$ cat src/rtl/core/abwot_pkg.sv
`default_nettype none

package abwot_pkg;

    localparam int CFG_W  = 6;
    localparam int ADDR_W = 32;
    localparam int DATA_W = 8;

    localparam logic [CFG_W-1:0]  CFG_RESET = 6'd26;
    localparam logic [DATA_W-1:0] PAT_A     = 8'haa;
    localparam logic [DATA_W-1:0] PAT_B     = 8'h55;

    // input command codes
    localparam logic CMD_START = 1'b0;
    localparam logic CMD_READ  = 1'b1;

    // access kinds
    localparam logic [1:0] KIND_WRITE  = 2'd0;
    localparam logic [1:0] KIND_READ   = 2'd1;
    localparam logic [1:0] KIND_FINISH = 2'd2;

    // fault kinds
    localparam logic [1:0] FAULT_NONE = 2'd0;
    localparam logic [1:0] FAULT_HIGH = 2'd1;
    localparam logic [1:0] FAULT_LOW  = 2'd2;

    // read-data check to apply on a transfer
    localparam logic [1:0] CHK_NONE = 2'd0;
    localparam logic [1:0] CHK_HIGH = 2'd1;
    localparam logic [1:0] CHK_ZERO = 2'd2;
    localparam logic [1:0] CHK_SCAN = 2'd3;

    // address select
    localparam logic [1:0] ASEL_ZERO = 2'd0;
    localparam logic [1:0] ASEL_SCAN = 2'd1;
    localparam logic [1:0] ASEL_TEST = 2'd2;

    // write data select
    localparam logic [1:0] DSEL_ZERO = 2'd0;
    localparam logic [1:0] DSEL_A    = 2'd1;
    localparam logic [1:0] DSEL_B    = 2'd2;

    typedef struct packed {
        logic       start;
        logic [1:0] check;
        logic       scan_clr;
        logic       scan_inc;
        logic       test_clr;
        logic       test_inc;
        logic       emit;
        logic [1:0] kind;
        logic [1:0] addr_sel;
        logic [1:0] data_sel;
        logic       last;
    } abwot_cmd_t;

    typedef struct packed {
        logic cfg_zero;
        logic nbits_zero;
        logic scan_end;
        logic test_end;
        logic out_free;
    } abwot_status_t;

endpackage

`default_nettype wire

$ cat src/rtl/core/abwot_ctrl.sv
`default_nettype none

module abwot_ctrl
(
    input  wire logic                    clk,
    input  wire logic                    rst_n,
    input  wire logic                    in_valid,
    input  wire logic                    in_command,
    output logic                         in_ready,
    input  wire abwot_pkg::abwot_status_t status,
    output abwot_pkg::abwot_cmd_t        cmd
);

    localparam logic [3:0] S_WAIT    = 4'd0;
    localparam logic [3:0] S_FILL    = 4'd1;
    localparam logic [3:0] S_W55     = 4'd2;
    localparam logic [3:0] S_RD      = 4'd3;
    localparam logic [3:0] S_WAA0    = 4'd4;
    localparam logic [3:0] S_BEGW    = 4'd5;
    localparam logic [3:0] S_BEGR    = 4'd6;
    localparam logic [3:0] S_RESTORE = 4'd7;
    localparam logic [3:0] S_FIN     = 4'd8;

    localparam logic [1:0] PH_IDLE = 2'd0;
    localparam logic [1:0] PH_HIGH = 2'd1;
    localparam logic [1:0] PH_ZERO = 2'd2;
    localparam logic [1:0] PH_SCAN = 2'd3;

    logic [3:0] state_reg;
    logic [3:0] state_next;
    logic [1:0] phase_reg;
    logic [1:0] phase_next;

    always_ff @(posedge clk or negedge rst_n)
    begin
        if (!rst_n)
        begin
            state_reg <= S_WAIT;
            phase_reg <= PH_IDLE;
        end
        else
        begin
            state_reg <= state_next;
            phase_reg <= phase_next;
        end
    end

    assign in_ready = (state_reg == S_WAIT);

    always_comb
    begin
        state_next   = state_reg;
        phase_next   = phase_reg;
        cmd          = '0;
        cmd.check    = abwot_pkg::CHK_NONE;
        cmd.kind     = abwot_pkg::KIND_WRITE;
        cmd.addr_sel = abwot_pkg::ASEL_ZERO;
        cmd.data_sel = abwot_pkg::DSEL_ZERO;
        case (state_reg)
            S_WAIT:
            begin
                if (in_valid)
                begin
                    if (in_command == abwot_pkg::CMD_START)
                    begin
                        cmd.start    = 1'b1;
                        cmd.scan_clr = 1'b1;
                        state_next   = status.cfg_zero ? S_W55 : S_FILL;
                    end
                    else
                    begin
                        case (phase_reg)
                            PH_HIGH:
                            begin
                                cmd.check    = abwot_pkg::CHK_HIGH;
                                cmd.scan_inc = 1'b1;
                                state_next   = status.scan_end ? S_WAA0 : S_RD;
                            end
                            PH_ZERO:
                            begin
                                cmd.check    = abwot_pkg::CHK_ZERO;
                                cmd.scan_clr = 1'b1;
                                phase_next   = PH_SCAN;
                                state_next   = S_RD;
                            end
                            PH_SCAN:
                            begin
                                cmd.check    = abwot_pkg::CHK_SCAN;
                                cmd.scan_inc = 1'b1;
                                state_next   = status.scan_end ? S_RESTORE : S_RD;
                            end
                            default:
                            begin
                                // read data with no test running is dropped
                                state_next = S_WAIT;
                            end
                        endcase
                    end
                end
            end
            S_FILL:
            begin
                if (status.out_free)
                begin
                    cmd.emit     = 1'b1;
                    cmd.addr_sel = abwot_pkg::ASEL_SCAN;
                    cmd.data_sel = abwot_pkg::DSEL_A;
                    cmd.scan_inc = 1'b1;
                    state_next   = status.scan_end ? S_W55 : S_FILL;
                end
            end
            S_W55:
            begin
                if (status.out_free)
                begin
                    cmd.emit     = 1'b1;
                    cmd.data_sel = abwot_pkg::DSEL_B;
                    if (status.nbits_zero)
                    begin
                        state_next = S_WAA0;
                    end
                    else
                    begin
                        cmd.scan_clr = 1'b1;
                        phase_next   = PH_HIGH;
                        state_next   = S_RD;
                    end
                end
            end
            S_RD:
            begin
                if (status.out_free)
                begin
                    cmd.emit     = 1'b1;
                    cmd.kind     = abwot_pkg::KIND_READ;
                    cmd.addr_sel = abwot_pkg::ASEL_SCAN;
                    cmd.last     = 1'b1;
                    state_next   = S_WAIT;
                end
            end
            S_WAA0:
            begin
                if (status.out_free)
                begin
                    cmd.emit     = 1'b1;
                    cmd.data_sel = abwot_pkg::DSEL_A;
                    if (status.nbits_zero)
                    begin
                        state_next = S_FIN;
                    end
                    else
                    begin
                        cmd.test_clr = 1'b1;
                        state_next   = S_BEGW;
                    end
                end
            end
            S_BEGW:
            begin
                if (status.out_free)
                begin
                    cmd.emit     = 1'b1;
                    cmd.addr_sel = abwot_pkg::ASEL_TEST;
                    cmd.data_sel = abwot_pkg::DSEL_B;
                    state_next   = S_BEGR;
                end
            end
            S_BEGR:
            begin
                if (status.out_free)
                begin
                    cmd.emit   = 1'b1;
                    cmd.kind   = abwot_pkg::KIND_READ;
                    cmd.last   = 1'b1;
                    phase_next = PH_ZERO;
                    state_next = S_WAIT;
                end
            end
            S_RESTORE:
            begin
                if (status.out_free)
                begin
                    cmd.emit     = 1'b1;
                    cmd.addr_sel = abwot_pkg::ASEL_TEST;
                    cmd.data_sel = abwot_pkg::DSEL_A;
                    cmd.test_inc = 1'b1;
                    state_next   = status.test_end ? S_FIN : S_BEGW;
                end
            end
            S_FIN:
            begin
                if (status.out_free)
                begin
                    cmd.emit   = 1'b1;
                    cmd.kind   = abwot_pkg::KIND_FINISH;
                    cmd.last   = 1'b1;
                    phase_next = PH_IDLE;
                    state_next = S_WAIT;
                end
            end
            default:
            begin
                state_next = S_WAIT;
                phase_next = PH_IDLE;
            end
        endcase
    end

endmodule

`default_nettype wire

$ cat src/rtl/core/abwot_datapath.sv
`default_nettype none

module abwot_datapath
#(
    parameter int MAX_ADDRESS_BITS = 32
)
(
    input  wire logic                                clk,
    input  wire logic                                rst_n,
    input  wire logic                                cfg_wr_en,
    input  wire logic [abwot_pkg::CFG_W-1:0]         cfg_wr_data,
    input  wire logic [abwot_pkg::DATA_W-1:0]        in_read_data,
    input  wire abwot_pkg::abwot_cmd_t               cmd,
    output abwot_pkg::abwot_status_t                 status,
    input  wire logic                                out_ready,
    output logic                                     out_valid,
    output logic [1:0]                               out_access_kind,
    output logic [abwot_pkg::ADDR_W-1:0]             out_access_address,
    output logic [abwot_pkg::DATA_W-1:0]             out_write_data,
    output logic [1:0]                               out_fault_kind,
    output logic [abwot_pkg::ADDR_W-1:0]             out_fault_address,
    output logic                                     out_passed,
    output logic                                     out_last
);

    localparam int CW = $clog2(MAX_ADDRESS_BITS + 1);

    logic [abwot_pkg::CFG_W-1:0]  mem_size_log2_reg;
    logic [CW-1:0]                nbits_reg;
    logic [CW-1:0]                cfg_bits;
    logic [CW-1:0]                scan_reg;
    logic [CW-1:0]                test_reg;
    logic                         any_fault_reg;
    logic [1:0]                   pend_fk_reg;
    logic [abwot_pkg::ADDR_W-1:0] pend_fa_reg;
    logic [1:0]                   fk;
    logic [abwot_pkg::ADDR_W-1:0] fa;
    logic [abwot_pkg::ADDR_W-1:0] scan_addr;
    logic [abwot_pkg::ADDR_W-1:0] test_addr;
    logic [abwot_pkg::ADDR_W-1:0] sel_addr;
    logic [abwot_pkg::DATA_W-1:0] sel_data;
    logic                         data_bad;

    logic                         valid_reg;
    logic [1:0]                   kind_reg;
    logic [abwot_pkg::ADDR_W-1:0] addr_reg;
    logic [abwot_pkg::DATA_W-1:0] wdata_reg;
    logic [1:0]                   fkind_reg;
    logic [abwot_pkg::ADDR_W-1:0] faddr_reg;
    logic                         passed_reg;
    logic                         last_reg;

    // size saturates at the widest supported address
    assign cfg_bits = (mem_size_log2_reg > abwot_pkg::CFG_W'(MAX_ADDRESS_BITS))
                    ? CW'(MAX_ADDRESS_BITS) : CW'(mem_size_log2_reg);

    assign scan_addr = abwot_pkg::ADDR_W'(1) << scan_reg;
    assign test_addr = abwot_pkg::ADDR_W'(1) << test_reg;
    assign data_bad  = (in_read_data != abwot_pkg::PAT_A);

    assign status.cfg_zero   = (cfg_bits == '0);
    assign status.nbits_zero = (nbits_reg == '0);
    assign status.scan_end   = ({1'b0, scan_reg} + 1'b1) >= {1'b0, nbits_reg};
    assign status.test_end   = ({1'b0, test_reg} + 1'b1) >= {1'b0, nbits_reg};
    assign status.out_free   = !valid_reg || out_ready;

    always_comb
    begin
        fk = abwot_pkg::FAULT_NONE;
        fa = '0;
        case (cmd.check)
            abwot_pkg::CHK_HIGH:
            begin
                if (data_bad)
                begin
                    fk = abwot_pkg::FAULT_HIGH;
                    fa = scan_addr;
                end
            end
            abwot_pkg::CHK_ZERO:
            begin
                if (data_bad)
                begin
                    fk = abwot_pkg::FAULT_LOW;
                    fa = test_addr;
                end
            end
            abwot_pkg::CHK_SCAN:
            begin
                // the bit under test itself holds 0x55 and is not flagged
                if (data_bad && (scan_reg != test_reg))
                begin
                    fk = abwot_pkg::FAULT_LOW;
                    fa = scan_addr;
                end
            end
            default:
            begin
                fk = abwot_pkg::FAULT_NONE;
            end
        endcase
    end

    always_comb
    begin
        case (cmd.addr_sel)
            abwot_pkg::ASEL_SCAN: sel_addr = scan_addr;
            abwot_pkg::ASEL_TEST: sel_addr = test_addr;
            default:              sel_addr = '0;
        endcase
        case (cmd.data_sel)
            abwot_pkg::DSEL_A: sel_data = abwot_pkg::PAT_A;
            abwot_pkg::DSEL_B: sel_data = abwot_pkg::PAT_B;
            default:           sel_data = '0;
        endcase
    end

    always_ff @(posedge clk or negedge rst_n)
    begin
        if (!rst_n)
        begin
            mem_size_log2_reg <= abwot_pkg::CFG_RESET;
            nbits_reg         <= '0;
            scan_reg          <= '0;
            test_reg          <= '0;
            any_fault_reg     <= 1'b0;
            pend_fk_reg       <= abwot_pkg::FAULT_NONE;
            pend_fa_reg       <= '0;
            valid_reg         <= 1'b0;
        end
        else
        begin
            if (cfg_wr_en)
            begin
                mem_size_log2_reg <= cfg_wr_data;
            end

            if (cmd.start)
            begin
                nbits_reg     <= cfg_bits;
                any_fault_reg <= 1'b0;
                pend_fk_reg   <= abwot_pkg::FAULT_NONE;
                pend_fa_reg   <= '0;
            end
            else if (cmd.check != abwot_pkg::CHK_NONE)
            begin
                pend_fk_reg <= fk;
                pend_fa_reg <= fa;
                if (fk != abwot_pkg::FAULT_NONE)
                begin
                    any_fault_reg <= 1'b1;
                end
            end
            else if (cmd.emit)
            begin
                // fault report rides on the first result only
                pend_fk_reg <= abwot_pkg::FAULT_NONE;
                pend_fa_reg <= '0;
            end

            if (cmd.scan_clr)
            begin
                scan_reg <= '0;
            end
            else if (cmd.scan_inc)
            begin
                scan_reg <= scan_reg + 1'b1;
            end

            if (cmd.test_clr)
            begin
                test_reg <= '0;
            end
            else if (cmd.test_inc)
            begin
                test_reg <= test_reg + 1'b1;
            end

            if (cmd.emit)
            begin
                valid_reg <= 1'b1;
            end
            else if (out_ready)
            begin
                valid_reg <= 1'b0;
            end
        end
    end

    always_ff @(posedge clk)
    begin
        if (cmd.emit)
        begin
            kind_reg   <= cmd.kind;
            addr_reg   <= sel_addr;
            wdata_reg  <= sel_data;
            fkind_reg  <= pend_fk_reg;
            faddr_reg  <= pend_fa_reg;
            passed_reg <= (cmd.kind == abwot_pkg::KIND_FINISH) && !any_fault_reg;
            last_reg   <= cmd.last;
        end
    end

    assign out_valid          = valid_reg;
    assign out_access_kind    = kind_reg;
    assign out_access_address = addr_reg;
    assign out_write_data     = wdata_reg;
    assign out_fault_kind     = fkind_reg;
    assign out_fault_address  = faddr_reg;
    assign out_passed         = passed_reg;
    assign out_last           = last_reg;

endmodule

`default_nettype wire

$ cat src/rtl/core/address_bus_walking_ones_test_unit.sv
// Address-bus walking-ones test sequencer for a byte memory of 2^n bytes.
// Input stream (s_axis): tuser = command (0 start, 1 read data returned),
// tdata = the returned byte. Output stream (m_axis): one transfer per memory
// access or finish report; tuser = access kind (write, read, finished),
// tlast marks the final transfer caused by one input transfer.
// cfg_wr_en/cfg_wr_data set mem_size_log2, sampled when a test starts;
// write it only while the block is idle.
// A start produces n+2 transfers (three when n is zero) and every read-data
// transfer 1 to 3; each ends with a read (the caller answers with the byte)
// or the finish report.
// Timing: an input transfer is taken while waiting for input, then its output
// transfers leave through the single output register, one per cycle unless
// stalled; s_axis_tready is high only while waiting for input.
// A stalled m_axis_tready holds the output register and the sequencer waits.
// Reset clears the sequencer to idle, drops any pending output and loads
// mem_size_log2 = 26. Read data arriving with no test running is dropped;
// a start during a test abandons it and begins a new one.
`default_nettype none

module address_bus_walking_ones_test_unit
#(
    parameter int MAX_ADDRESS_BITS = 32
)
(
    input  wire logic        clk,
    input  wire logic        rst_n,
    input  wire logic        cfg_wr_en,
    input  wire logic [5:0]  cfg_wr_data,     // mem_size_log2
    input  wire logic        s_axis_tvalid,
    output logic             s_axis_tready,
    input  wire logic [7:0]  s_axis_tdata,    // [7:0] read_data
    input  wire logic [0:0]  s_axis_tuser,    // [0] command
    output logic             m_axis_tvalid,
    input  wire logic        m_axis_tready,
    // [31:0] access_address, [39:32] write_data, [41:40] fault_kind,
    // [73:42] fault_address, [74] passed, [79:75] zero
    output logic [79:0]      m_axis_tdata,
    output logic [1:0]       m_axis_tuser,    // [1:0] access_kind
    output logic             m_axis_tlast     // last
);

    abwot_pkg::abwot_cmd_t    cmd;
    abwot_pkg::abwot_status_t status;

    logic [1:0]  access_kind;
    logic [31:0] access_address;
    logic [7:0]  write_data;
    logic [1:0]  fault_kind;
    logic [31:0] fault_address;
    logic        passed;

    abwot_ctrl u_ctrl
    (
        .clk        (clk),
        .rst_n      (rst_n),
        .in_valid   (s_axis_tvalid),
        .in_command (s_axis_tuser[0]),
        .in_ready   (s_axis_tready),
        .status     (status),
        .cmd        (cmd)
    );

    abwot_datapath #(
        .MAX_ADDRESS_BITS (MAX_ADDRESS_BITS)
    ) u_datapath
    (
        .clk                (clk),
        .rst_n              (rst_n),
        .cfg_wr_en          (cfg_wr_en),
        .cfg_wr_data        (cfg_wr_data),
        .in_read_data       (s_axis_tdata),
        .cmd                (cmd),
        .status             (status),
        .out_ready          (m_axis_tready),
        .out_valid          (m_axis_tvalid),
        .out_access_kind    (access_kind),
        .out_access_address (access_address),
        .out_write_data     (write_data),
        .out_fault_kind     (fault_kind),
        .out_fault_address  (fault_address),
        .out_passed         (passed),
        .out_last           (m_axis_tlast)
    );

    assign m_axis_tuser = access_kind;
    assign m_axis_tdata = {5'd0, passed, fault_address, fault_kind, write_data,
                           access_address};

endmodule

`default_nettype wire
$ cat config.mk
export PLATFORM = sky130hd
export DESIGN_NAME = address_bus_walking_ones_test_unit
export DESIGN_NICKNAME = d
export VERILOG_FILES = /design/src/rtl/core/abwot_pkg.sv /design/src/rtl/core/abwot_ctrl.sv /design/src/rtl/core/abwot_datapath.sv /design/src/rtl/core/address_bus_walking_ones_test_unit.sv
export SDC_FILE = /design/constraint.sdc
export NUM_CORES = 1
export LEC_CHECK = 0
export BUFFER_PORTS_ARGS = -buffer_cell sky130_fd_sc_hd__buf_4
export CELL_PAD_IN_SITES_DETAIL_PLACEMENT = 1
export CELL_PAD_IN_SITES_GLOBAL_PLACEMENT = 2
export CORE_UTILIZATION = 40
export DETAILED_ROUTE_END_ITERATION = 10
export PLACE_DENSITY_LB_ADDON = 0.12
export SLEW_MARGIN = 0
export SYNTH_ARGS = -nofsm -noshare
export SYNTH_HDL_FRONTEND = slang
export SYNTH_SLANG_ARGS = --single-unit
$ cat constraint.sdc
create_clock -name clk -period 10.03 [get_ports clk]
set_input_delay 1.5045 -clock clk [delete_from_list [all_inputs] [get_ports clk]]
set_output_delay 1.5045 -clock clk [all_outputs]
set_load 0.01 [all_outputs]
==> metrics.md <==
| Metric | Value |
|---|---|
| Fin crit share | 35.2% |
| Area contributors post-synth | edfxtp_1 32%, dfrtp_1 23%, ha_1 4.8%, a22oi_1 4.7%, nor2_1 3.4% |
| CTS clk-pin slew, worst paths | 0.06 ns |
| Required time worst endpoint | 10.37 ns |
| CTS Hold Bufs | 0 |
| Post-CTS setup buffer count | 0 |
| Leading area contributor after synthesis | edfxtp_1 |
| Post-Synthesis Cells | 611 |
| Placed cell area | 0.00762 mm² |
| First-pass GRT wire length | 28,500 µm |
| Clk sink count | 138 |
| Remaining DRCs | 0 |
| Pin count of the biggest net entering global routing | 74 |
| Initial antenna violation count | 0 |
| TritonCTS buffer count | 17 |
| Post-DRT Antenna Nets | 0 |
| Relative slew slack | 19.9% |
| Via count | 5,073 |
| EDFF count, synth | 72 |
| Max Fclk | 0.283 GHz |
| Design Area, Final | 0.00818 mm² |
| Final hold violations | 0 |
| TritonCTS clock tree | built |
| Total grt overflow | 0 |
| H-tree levels | 4 |
| N_diodes | 0 |
| Primary FF master, synth | edfxtp_1 |
| Drt total wl | 17,900 µm |
| P per Cell Area | 290 mW/mm² |
| Final net count | 733 |
| Fraction of registers with async set/reset | 47.8% |
| Tot GR Track Use | 21.3% |
| Post-DP HPWL | 12,500 µm |
| Post-synthesis sequential area ratio | 56.1% |
| Max clock buf depth | 2 |
| Final max-slew violation count | 0 |
| Hold Path Class | flop to flop |
| Port Buf Inserts | 99 |
| CP startpoint kind | input port |
| Share of cells above drive strength 1 | 22.7% |
| Final Hold Slack | 0.452 ns |
| Via density | 5.51 |
| Core area | 0.0166 mm² |
| Crit path kind | input port to flop |
| Yosys warnings | 0 |
| CP Max Fanout | 73 |
| Resized cells post-CTS | 0 |
| Number of global-route vias before repair | 5,190 |
| Num rows | 47 |
| Final setup margin | 6.50 ns |
| Critical path data arrival time | 3.87 ns |
| Fill cell count | 1,830 |
| Final setup fails | 0 |
| Post-place setup slack | 5.98 ns |
| Final Total Pwr | 2.37 mW |
| Setup TNS | 0 ns |
| Leak | 3.33 nW |
| Top cell type's share of synthesized area | 31.8% |
| Post-layout min period | 3.53 ns |
| Die width | 132 µm |
| Skew-Pair Late Insertion Delay | 0.43 ns |
| Slew @ Worst Pin | 1.18 ns |
| Die Ht | 132 µm |
| Clock skew | 0.0121 ns |
| Max Cap Viol | 0 |
| Initial Util | 41.0% |
| Io pins | 105 |
| Initial DRC Count | 305 |
| DIE AREA | 0.0175 mm² |
| Top-count cell post-synth | edfxtp_1 |
| Wirelength per Cell | 19.5 µm |
| Root Driver | clkbuf_16 |
| RSZ-0062 raised after global routing | no |
| Critical Path Sink Type | flop |
| Synth Register Bits | 138 |
| GP Congestion | 0.837 |
| Area Overhead vs Synth | 20.1% |
| Synthesized area | 0.00681 mm² |
| Syn Area/Cell | 11.1 µm² |
| Most frequent cells after synthesis | 72 x edfxtp_1, 63 x dfrtp_1, 62 x nor2_1, 43 x a22oi_1, 32 x nand2_1 |
| Status | completed |
| VDD IR max | 0.133 mV |
| Netlist cell types | 59 |
| Drt pass-1 iters | 4 |
==> through the flow <==
stage,util (%),instances
CTS,49.3,920
global placement,46.0,888
floorplan,-,615
detailed placement,46.0,888
finish,49.3,920
global route,49.3,920
==> path summary, 6_finish.rpt <==
path	slack [ns]	end	startpoint	cells past startpoint
setup reg to reg	6.64	u_datapath.pend_fa_reg[9]$_DFFE_PN0P_	u_ctrl.state_reg[0]$_DFFE_PN0P_	8
hold / removal	0.45	u_datapath.out_fault_address[1]$_DFFE_PP_	u_datapath.pend_fa_reg[1]$_DFFE_PN0P_	0
max in group asynchronous	8.21	u_datapath.pend_fa_reg[10]$_DFFE_PN0P_	rst_n	1
min in group asynchronous	1.21	u_datapath.out_valid$_DFFE_PN0P_	rst_n	1
setup / recovery	6.50	u_datapath.pend_fa_reg[31]$_DFFE_PN0P_	m_axis_tready	8
hold reg to reg	0.45	u_datapath.out_fault_address[1]$_DFFE_PP_	u_datapath.pend_fa_reg[1]$_DFFE_PN0P_	0
==> final cells by class <==
type,instances,area (µm²),area share [%]
inverters,25,93.8,1.15
flip-flops and latches,138,3820,46.7
multi-input cells,400,2650,32.4
repair buffers,105,788,9.64
clock buffers,18,429,5.25
clock inverters,14,124,1.52
well taps,220,275,3.37
==> metal layers <==
| layer | vias to the layer above | track usage (%) | share of wire, % |
|---|---|---|---|
| li1 | 2389 | - | - |
| met1 | 2516 | 25.9 | 43 |
| met2 | 138 | 37.1 | 52 |
| met3 | 30 | 3.26 | 3.5 |
| met4 | 0 | 9.77 | 2.4 |
| met5 | - | 0 | 0 |
==> critical path, stage by stage <==
cell and delay (ns):
buf_4 0.11, nor2b_1 0.48, nor2_4 0.07, buf_4 0.39, nor2_2 0.70, buf_4 0.37, a22oi_1 0.13, o21ai_1 0.09
==> logic make-up (layout without fill, tap and decap cells) <==
group	Yosys count	after routing	synth area share (%)
simple gates	187	187	14.2
compound gates	154	154	15.6
flops	138	138	56.1
buf+inv	77	162	5.39
fa+ha+maj	26	26	4.78
xor+xnor	17	17	2.19
mux	11	11	1.76
other cells	1	5	0.0551
==> power by group <==
group	switching (mW)	internal, mW	total, mW	leakage [nW]
combinational	0.512	0.329	0.842	1.48
sequential	0.126	0.808	0.934	1.60
clock	0.268	0.325	0.592	0.263
total	0.906	1.46	2.37	3.33
==> cell usage in the layout, fill, tap and decap left out, types with 4 or more instances in the layout <==
master     Yosys  final
inv_6          0      6
a22oi_1       43     43
o21ai_1       22     22
xor2_1         4      4
nor2b_1       12     12
buf_4         12    105
o21ai_0       24     24
xnor2_1       13     13
and3_1         9      9
dfrtp_1       63     63
nand3_1       10     10
mux2_2         8      8
a32oi_1       22     22
a21oi_1       14     14
or3_1          6      6
clkbuf_16      0     17
conb_1         1      5
nor3_1        11     11
nand2b_1      12     12
nor2_1        62     60
inv_1         25     25
nand2_1       32     32
edfxtp_1      72     72
ha_1          26     26
and2_1        13     13
(Power assumes the default switching activity.)
